## config.mk

```make
export PLATFORM = sky130hd
export DESIGN_NAME = cave_automaton_smoothing
export DESIGN_NICKNAME = d
export VERILOG_FILES = /design/src/sv/cas_pkg.sv /design/src/sv/cas_cell.sv /design/src/sv/cas_row.sv /design/src/sv/cave_automaton_smoothing.sv
export SDC_FILE = /design/constraint.sdc
export NUM_CORES = 2
export LEC_CHECK = 0
export ABC_AREA = 0
export ABC_CLOCK_PERIOD_IN_PS = 7500
export BUFFER_PORTS_ARGS = -buffer_cell sky130_fd_sc_hd__buf_2
export CAP_MARGIN = 20
export CORE_ASPECT_RATIO = 1.25
export CORE_MARGIN = 3
export CORE_UTILIZATION = 64
export DETAILED_ROUTE_END_ITERATION = 10
export PLACE_DENSITY = 0.81
export SYNTH_ARGS = -nofsm -noshare
export SYNTH_HDL_FRONTEND = slang
export SYNTH_HIERARCHICAL = 1
export SYNTH_SLANG_ARGS = --single-unit
```

## constraint.sdc

```tcl
create_clock -name i_clk -period 7.5 [get_ports i_clk]
set_input_delay 1.5 -clock i_clk [delete_from_list [all_inputs] [get_ports i_clk]]
set_output_delay 1.5 -clock i_clk [all_outputs]
set_load 0.05 [all_outputs]
```

## src/sv/cas_pkg.sv

```systemverilog
// shared types and constants for the cave smoothing automaton
`timescale 1ns / 1ps
package cas_pkg;

    // field widths of the stream items
    localparam int OP_W    = 2;
    localparam int IDX_W   = 5;
    localparam int CELLS_W = 36;
    localparam int IN_DATA_W  = 48;
    localparam int OUT_DATA_W = 40;

    // request kinds
    localparam logic [OP_W-1:0] OP_WRITE = 2'd0;
    localparam logic [OP_W-1:0] OP_RUN   = 2'd1;
    localparam logic [OP_W-1:0] OP_READ  = 2'd2;

    // configuration registers
    localparam int CFG_IDX_W  = 2;
    localparam int CFG_DATA_W = 4;
    localparam logic [CFG_IDX_W-1:0] CFG_PASS_COUNT  = 2'd0;
    localparam logic [CFG_IDX_W-1:0] CFG_FILL_ABOVE  = 2'd1;
    localparam logic [CFG_IDX_W-1:0] CFG_CLEAR_BELOW = 2'd2;

    localparam logic [CFG_DATA_W-1:0] PASS_COUNT_RST  = 4'd3;
    localparam logic [CFG_DATA_W-1:0] FILL_ABOVE_RST  = 4'd4;
    localparam logic [CFG_DATA_W-1:0] CLEAR_BELOW_RST = 4'd4;

    // thresholds handed to every lane
    typedef struct packed {
        logic [CFG_DATA_W-1:0] fill_above;
        logic [CFG_DATA_W-1:0] clear_below;
    } t_rule;

endpackage

```

## src/sv/cas_cell.sv

```systemverilog
// one lane: neighbour count and fill/clear rule for a single cell
`timescale 1ns / 1ps
module cas_cell (
    input  logic [7:0]          i_nbr,
    input  logic                i_here,
    input  cas_pkg::t_rule      i_rule,
    output logic                o_cell
);
    import cas_pkg::*;

    logic [3:0] count;

    always_comb begin
        count = '0;
        for (int k = 0; k < 8; k++) begin
            count = count + 4'(i_nbr[k]);
        end
    end

    // fill rule wins when both rules hold
    always_comb begin
        priority if (count > i_rule.fill_above) begin
            o_cell = 1'b1;
        end else if (count >= i_rule.clear_below) begin
            o_cell = i_here;
        end else begin
            o_cell = 1'b0;
        end
    end

endmodule

```

## src/sv/cas_row.sv

```systemverilog
// all columns of one row smoothed side by side, lane results merged into a row
`timescale 1ns / 1ps
module cas_row #(
    parameter int COLS = 36
) (
    input  logic [COLS-1:0]     i_above,
    input  logic [COLS-1:0]     i_here,
    input  logic [COLS-1:0]     i_below,
    input  cas_pkg::t_rule      i_rule,
    output logic [COLS-1:0]     o_row
);
    import cas_pkg::*;

    // zero column on each side for the grid border
    logic [COLS+1:0] above_ext;
    logic [COLS+1:0] here_ext;
    logic [COLS+1:0] below_ext;
    logic [COLS-1:0] lane_bit;

    assign above_ext = {1'b0, i_above, 1'b0};
    assign here_ext  = {1'b0, i_here, 1'b0};
    assign below_ext = {1'b0, i_below, 1'b0};

    for (genvar x = 0; x < COLS; x++) begin : g_lane
        cas_cell u_cell (
            .i_nbr  ({above_ext[x+2:x], here_ext[x+2], here_ext[x], below_ext[x+2:x]}),
            .i_here (i_here[x]),
            .i_rule (i_rule),
            .o_cell (lane_bit[x])
        );
    end

    // merge lanes into the new row
    always_comb begin
        o_row = '0;
        for (int x = 0; x < COLS; x++) begin
            o_row[x] = lane_bit[x];
        end
    end

endmodule

```

## src/sv/cave_automaton_smoothing.sv

```systemverilog
// top level: grid memory, request sequencer and result register
//
// Usage:
//   Input items arrive on the s_axis group. tuser carries the request kind
//   (0 write row, 1 run smoothing passes, 2 read row); tdata carries the row
//   index and the row cells. Every accepted item gives exactly one result item
//   on the m_axis group: tuser echoes the kind, tdata holds the row for a read
//   and zero otherwise. Writes and reads to a row index outside the grid are
//   ignored and read back as zero.
//   Thresholds and the pass count sit on the i_cfg write port; write them only
//   while no request is in flight.
// Sequencing:
//   a write or an unused kind finishes in the cycle that accepts it, a read
//   once its row has been read from the grid memory. A run makes pass_count
//   passes: each pass streams the rows through the single read port of the
//   grid memory, one row per cycle, and all columns of a row are smoothed at
//   once. One request is worked on at a time; the next one is taken as soon as
//   the current one has finished.
// Reset clears the grid (per-row valid bits) and the result register and sets
// configuration defaults. When the receiver stalls, a finished result waits in
// the output register while the next request is taken; a second result waits
// in a holding register and the input stalls until the output drains.
`timescale 1ns / 1ps
module cave_automaton_smoothing #(
    parameter int GRID_COLS = 36,
    parameter int GRID_ROWS = 24
) (
    input  logic                                i_clk,
    input  logic                                i_rst_n,
    // configuration write port
    input  logic                                i_cfg_we,
    input  logic [cas_pkg::CFG_IDX_W-1:0]       i_cfg_index,
    input  logic [cas_pkg::CFG_DATA_W-1:0]      i_cfg_data,
    // request stream
    input  logic                                s_axis_tvalid,
    output logic                                s_axis_tready,
    input  logic [cas_pkg::IN_DATA_W-1:0]       s_axis_tdata,   // row_index, row_cells
    input  logic [cas_pkg::OP_W-1:0]            s_axis_tuser,   // op
    // result stream
    output logic                                m_axis_tvalid,
    input  logic                                m_axis_tready,
    output logic [cas_pkg::OUT_DATA_W-1:0]      m_axis_tdata,   // row_out
    output logic [cas_pkg::OP_W-1:0]            m_axis_tuser    // done_op
);
    import cas_pkg::*;

    localparam int AW = $clog2(GRID_ROWS);
    localparam int SW = $clog2(GRID_ROWS + 2);
    localparam logic [SW-1:0] STEP_ROWS = SW'(GRID_ROWS);
    localparam logic [SW-1:0] STEP_LAST = SW'(GRID_ROWS + 1);
    localparam logic [SW-1:0] STEP_WB   = SW'(2);

    typedef enum logic [1:0] {
        ST_IDLE,
        ST_READ,
        ST_RUN,
        ST_HOLD
    } t_state;

    t_state                 r_state;
    logic [SW-1:0]          r_step;
    logic [CFG_DATA_W-1:0]  r_pass;
    logic [CFG_DATA_W-1:0]  r_pass_count;
    t_rule                  r_rule;
    logic                   r_rd_inrange;

    logic                   r_out_valid;
    logic [OP_W-1:0]        r_out_op;
    logic [CELLS_W-1:0]     r_out_row;
    logic [OP_W-1:0]        r_pend_op;
    logic [CELLS_W-1:0]     r_pend_row;

    logic [GRID_COLS-1:0]   mem [GRID_ROWS];
    logic [GRID_ROWS-1:0]   r_valid;
    logic [GRID_COLS-1:0]   r_rd_data;
    logic                   r_rd_vld;
    logic [GRID_COLS-1:0]   r_above;
    logic [GRID_COLS-1:0]   r_here;

    logic [IDX_W-1:0]       in_idx;
    logic [CELLS_W-1:0]     in_cells;
    logic                   in_range;
    logic                   acc;
    logic                   slot_free;
    logic                   fin;
    logic [OP_W-1:0]        fin_op;
    logic [CELLS_W-1:0]     fin_row;
    logic                   last_pass;

    logic                   rd_en;
    logic [AW-1:0]          rd_addr;
    logic                   we;
    logic [AW-1:0]          wa;
    logic [GRID_COLS-1:0]   wd;
    logic [GRID_COLS-1:0]   below_row;
    logic [GRID_COLS-1:0]   new_row;

    assign in_idx   = s_axis_tdata[IDX_W-1:0];
    assign in_cells = s_axis_tdata[IDX_W +: CELLS_W];
    assign in_range = 32'(in_idx) < 32'(GRID_ROWS);

    assign s_axis_tready = (r_state == ST_IDLE);
    assign acc           = s_axis_tvalid && s_axis_tready;
    assign slot_free     = !r_out_valid || m_axis_tready;
    assign last_pass     = (r_pass + 4'd1) == r_pass_count;

    assign m_axis_tvalid = r_out_valid;
    assign m_axis_tuser  = r_out_op;
    assign m_axis_tdata  = OUT_DATA_W'(r_out_row);

    // completion of the current request
    always_comb begin
        fin     = 1'b0;
        fin_op  = s_axis_tuser;
        fin_row = '0;
        unique case (r_state)
            ST_IDLE: begin
                fin = acc && (s_axis_tuser != OP_READ)
                      && !((s_axis_tuser == OP_RUN) && (r_pass_count != '0));
            end
            ST_READ: begin
                fin    = 1'b1;
                fin_op = OP_READ;
                if (r_rd_inrange && r_rd_vld) begin
                    fin_row = CELLS_W'(r_rd_data);
                end
            end
            ST_RUN: begin
                fin    = (r_step == STEP_LAST) && last_pass;
                fin_op = OP_RUN;
            end
            ST_HOLD: begin
                fin = 1'b0;
            end
            default: begin
                fin = 1'b0;
            end
        endcase
    end

    // row window of the pass: old row above, old current row, old row below
    assign below_row = ((r_step <= STEP_ROWS) && r_rd_vld) ? r_rd_data : '0;

    cas_row #(
        .COLS (GRID_COLS)
    ) u_row (
        .i_above (r_above),
        .i_here  (r_here),
        .i_below (below_row),
        .i_rule  (r_rule),
        .o_row   (new_row)
    );

    // memory port selection
    always_comb begin
        if (r_state == ST_RUN) begin
            rd_en   = r_step < STEP_ROWS;
            rd_addr = r_step[AW-1:0];
            we      = r_step >= STEP_WB;
            wa      = AW'(r_step - STEP_WB);
            wd      = new_row;
        end else begin
            rd_en   = acc && (s_axis_tuser == OP_READ) && in_range;
            rd_addr = AW'(in_idx);
            we      = acc && (s_axis_tuser == OP_WRITE) && in_range;
            wa      = AW'(in_idx);
            wd      = GRID_COLS'(in_cells);
        end
    end

    always_ff @(posedge i_clk) begin
        if (we) begin
            mem[wa] <= wd;
        end
        if (rd_en) begin
            r_rd_data <= mem[rd_addr];
        end
    end

    // rows never written read as zero
    always_ff @(posedge i_clk) begin
        if (!i_rst_n) begin
            r_valid  <= '0;
            r_rd_vld <= 1'b0;
        end else begin
            if (we) begin
                r_valid[wa] <= 1'b1;
            end
            if (rd_en) begin
                r_rd_vld <= r_valid[rd_addr];
            end
        end
    end

    always_ff @(posedge i_clk) begin
        if (r_state == ST_RUN) begin
            if (r_step == '0) begin
                r_above <= '0;
                r_here  <= '0;
            end else begin
                r_above <= r_here;
                r_here  <= below_row;
            end
        end
    end

    // configuration registers
    always_ff @(posedge i_clk) begin
        if (!i_rst_n) begin
            r_pass_count       <= PASS_COUNT_RST;
            r_rule.fill_above  <= FILL_ABOVE_RST;
            r_rule.clear_below <= CLEAR_BELOW_RST;
        end else if (i_cfg_we) begin
            unique case (i_cfg_index)
                CFG_PASS_COUNT:  r_pass_count       <= i_cfg_data;
                CFG_FILL_ABOVE:  r_rule.fill_above  <= i_cfg_data;
                CFG_CLEAR_BELOW: r_rule.clear_below <= i_cfg_data;
                default: ;
            endcase
        end
    end

    // sequencer and result registers
    always_ff @(posedge i_clk) begin
        if (!i_rst_n) begin
            r_state      <= ST_IDLE;
            r_step       <= '0;
            r_pass       <= '0;
            r_rd_inrange <= 1'b0;
            r_out_valid  <= 1'b0;
        end else begin
            if (r_out_valid && m_axis_tready) begin
                r_out_valid <= 1'b0;
            end
            if (fin) begin
                if (slot_free) begin
                    r_out_valid <= 1'b1;
                    r_out_op    <= fin_op;
                    r_out_row   <= fin_row;
                    r_state     <= ST_IDLE;
                end else begin
                    r_pend_op   <= fin_op;
                    r_pend_row  <= fin_row;
                    r_state     <= ST_HOLD;
                end
            end else begin
                unique case (r_state)
                    ST_IDLE: begin
                        if (acc) begin
                            r_rd_inrange <= in_range;
                            r_step       <= '0;
                            r_pass       <= '0;
                            if (s_axis_tuser == OP_READ) begin
                                r_state <= ST_READ;
                            end else begin
                                r_state <= ST_RUN;
                            end
                        end
                    end
                    ST_RUN: begin
                        if (r_step == STEP_LAST) begin
                            r_step <= '0;
                            r_pass <= r_pass + 4'd1;
                        end else begin
                            r_step <= r_step + SW'(1);
                        end
                    end
                    ST_HOLD: begin
                        if (slot_free) begin
                            r_out_valid <= 1'b1;
                            r_out_op    <= r_pend_op;
                            r_out_row   <= r_pend_row;
                            r_state     <= ST_IDLE;
                        end
                    end
                    default: begin
                        r_state <= ST_IDLE;
                    end
                endcase
            end
        end
    end

    // a run never goes past its configured pass count
    a_pass_bound: assert property (@(posedge i_clk) disable iff (!i_rst_n)
        (r_state == ST_RUN) |-> (r_pass < r_pass_count))
        else $error("pass counter beyond pass count");

    // the row sweep stays inside one pass window
    a_step_bound: assert property (@(posedge i_clk) disable iff (!i_rst_n)
        (r_state == ST_RUN) |-> (r_step <= STEP_LAST))
        else $error("row step beyond pass length");

    // outside a run, the grid is written only by an accepted row write
    a_write_src: assert property (@(posedge i_clk) disable iff (!i_rst_n)
        (we && (r_state != ST_RUN)) |-> (acc && (s_axis_tuser == OP_WRITE)))
        else $error("grid written without a write request");

    // a written row is marked valid on the next cycle
    a_valid_set: assert property (@(posedge i_clk) disable iff (!i_rst_n)
        (acc && (s_axis_tuser == OP_WRITE) && in_range) |=> r_valid[$past(wa)])
        else $error("row valid bit not set after write");

endmodule

```

==> flow_summary.yaml <==
run_status:
  status: "complete, no violations"
flow_run:
  max-cap-violations: 0
timing:
  skew_ns: 0.0188
  relSlewSlack: 0.230
  tightest_slew_ns: 1.15
  period_needed_ns: 5.80
  whs_ns: 0.468
  setup_viol: 0
  fin_setup_tns_ns: 0
  finalHoldViolCount: 0
  finalMaxSlewViolations: 0
  fmax_mhz: 172
  rsz0062_at_grt: "false"
  period_share: 0.774
power_and_ir_drop:
  p_int_mw: 15.0
  power.leakage_nw: 24.3
  clock_power_share: 0.225
  power_mw: 23.4
  combPwrFrac: 0.439
  switching_power_mw: 8.38
  p_seq_frac: 0.337
  power.density_nw_per_um2: 366
  switching_share: 0.358
  vdd_drop_max_uv: 290
global_route:
  track_usage: 0.297
  grt_antenna_before_repair: 4
  grt_overflow: 0
  grt_pass1_vias: 37000
  use_met3: 0.0476
  use_met2: 0.513
  grt_first_pass_wirelength_um: 215000
  grt.busiest_layer: "met2"
  grt_max_degree: 139
  met1_usage: 0.372
setup_path:
  crit_arrival_ns: 6.20
  worst_ep_required_time_ns: 7.90
  cp-start-kind: "flip-flop"
  rrSetupSlack_ns: 1.70
  crit_fanout: 37
  r2r-end: "mem[15][12]"
  worstSetupPathType: "flip-flop to flip-flop"
  endpoint_kind: "flip-flop"
  r2r_cells: 19
  r2r_start: "r_step[0]"
cts:
  postCtsSetupBuffers: 0
  tritoncts: "yes"
  numCtsBuffers: 100
  insertion_delay_ns: 0.69
  cts-root-buf: "clkbuf_16"
  ctsResizeCount: 0
  clk_path_buf_depth: 3
  cts_sinks: 1098
  htreeDepth: 3
  path_clk_slew_ns: 0.06
  cts_hold_buf: 0
min_path:
  hold_end: "r_valid[8]"
  whs_path_depth: 1
  holdCritStartpoint: "r_valid[8]"
  hold_path.class: "flip-flop to flip-flop"
floorplan:
  io_pins: 105
  die_x_um: 276
  start_util: 0.648
  fp.dieArea_sq_um: 95000
  row_count: 123
  core-area_sq_um: 90200
  die_y_um: 344
synth:
  ys_warn_count: 6
  yosysSeqAreaShare: 0.556
  synth-edff-count: 1048
  yosysMostFrequentCell: "edfxtp_1"
  async_reset_ff_frac: 0
  ys_types: 62
  postSynthAreaPerCell_sq_um: 13.9
  synth_area_sq_um: 58400
  ys_top_cells_by_count: "edfxtp_1, inv_1, ha_1"
  synth_flop_cell: "edfxtp_1"
  synth_top_cell_by_area: "edfxtp_1"
  synthTopCellsByArea: "edfxtp_1, ha_1, mux4_2, fa_1, inv_1"
  synth-seq-cells: 1098
  synth_top_cell_area_share: 0.539
  syn_inst: 4189
routing:
  vias: 35300
  wire_per_inst_um: 25.2
  dr.first_iter.drc_count: 3582
  routed_wl_um: 140000
  firstDrtPassIters: 6
  drcViolationCount: 0
  drtAntennaViolNets: 0
  vias_per_cell: 6.34
layout:
  regArea_sq_um: 32500
  layout.nets: 4909
  final_area_sq_um: 63900
  multi_input_area_sq_um: 22900
  n_fill_cell: 5667
  drive_gt1_frac: 0.158
  area_delta_synth_final_pct: 9.43
placement:
  placed_area_sq_um: 60500
  io_buffers: 93
  hpwl_um: 85700
  place.gp.congestion: 0.809
## registers in the layout, summed over array words and instances (netlist names)
signal,count
mem,864
r_above,36
r_here,36
r_out_row,36
r_pend_row,36
r_rd_data,36
r_valid,24
r_rule,8
r_step,5
r_pass,4
r_pass_count,4
m_axis_tuser,2
r_pend_op,2
r_state,2
m_axis_tvalid,1
r_rd_inrange,1
r_rd_vld,1
## metal layers
metal  vias up  part of all wire
met5         -           0.00018
met4         4             0.044
met3       424             0.084
met2      1877              0.51
met1     17600              0.36
li1      15400                 -
## worst max path at each step
stage | slack [ns] | start | to | cells past startpoint
2_1_floorplan | 1.65 | r_state[0] | r_rd_vld | 8
3_3_place_gp | 2.04 | r_step[0] | mem[3][11] | 19
3_5_place_dp | 1.91 | r_step[3] | mem[2][11] | 17
4_1_cts | 1.79 | r_step[1] | mem[15][12] | 19
5_1_grt | 1.54 | r_step[0] | mem[4][14] | 19
6_report | 1.70 | r_step[0] | mem[15][12] | 19
## critical path: stages, from the launching register on
cell and delay, ns:
dfxtp_2 0.33, inv_2 0.05, ha_1 0.13, nor2b_1 0.22
o21a_1 0.14, buf_4 0.41, and2_1 0.30, inv_1 0.09
fa_1 0.56, fa_1 0.44, fa_1 0.49, inv_1 0.04
ha_1 0.20, fa_1 0.38, xor2_1 0.19, ha_1 0.25
o21a_1 0.14, o21ai_0 0.08, o2bb2ai_1 0.37, mux2_2 0.61
## power groups by stage
stage	clock, mW	combinational [mW]	sequential (mW)
final	5.26	10.3	7.89
after global placement	0	9.65	8.01
after detailed placement	0	10.1	8.02
after CTS	5.30	10.2	7.89
after floorplan	0	7.48	8.16
after global routing	5.52	11.3	7.91
## logic make-up after synthesis
kind of cell / after synthesis / synth area share
fa+ha+maj: 551 / 0.137
flops: 1098 / 0.556
buf+inv: 856 / 0.0574
compound gates: 633 / 0.0859
xor+xnor: 46 / 0.00690
simple gates: 689 / 0.0627
mux: 314 / 0.0945
other cells: 2 / 0.000129
## metrics by stage
| step | instances | setup WS [ns] | utilization |
|---|---|---|---|
| finish | 5569 | 1.70 | 0.709 |
| global route | 5568 | 1.54 | 0.709 |
| CTS | 5568 | 1.79 | 0.709 |
| detailed placement | 5382 | 1.91 | 0.671 |
| global placement | 5382 | 2.04 | 0.671 |
| floorplan | 4197 | 1.65 | - |
## cell type report
cell class | count | area share
Inverter | 694 | 0.0408
Antenna cell | 1 | 0.0000391
Sequential cell | 1098 | 0.508
Clock buffer | 126 | 0.0420
Multi-Input combinational cell | 2243 | 0.358
Timing Repair Buffer | 160 | 0.0167
Clock inverter | 60 | 0.0108
Tap cell | 1187 | 0.0232
## placed cells by master (no fill, tap or decap), types with 12 or more instances in the layout
cell type  instances
nor2b_1           86
clkbuf_16        102
nand2b_4          36
o31a_1            35
a2111oi_4         36
nand2_1          228
o21ai_1           36
o21ai_0           75
clkbuf_1          20
o21a_1            63
nand4_1           42
a32o_1            36
buf_2             93
inv_1            691
o211ai_1          71
bufinv_16         12
buf_4             59
dfxtp_1           40
o2bb2ai_1         37
nand2b_1          12
clkinv_1          20
a21oi_1          148
mux4_2           182
ha_1             406
nor2_4            27
a31oi_1           37
nor2_1           110
edfxtp_1        1048
fa_1             144
and2_1           108
clkinv_2          13
nand3_1           16
o221ai_1          36
mux2_2            77
xor2_1            40
mux2i_1           52
Power figures use the tool's default switching activity.
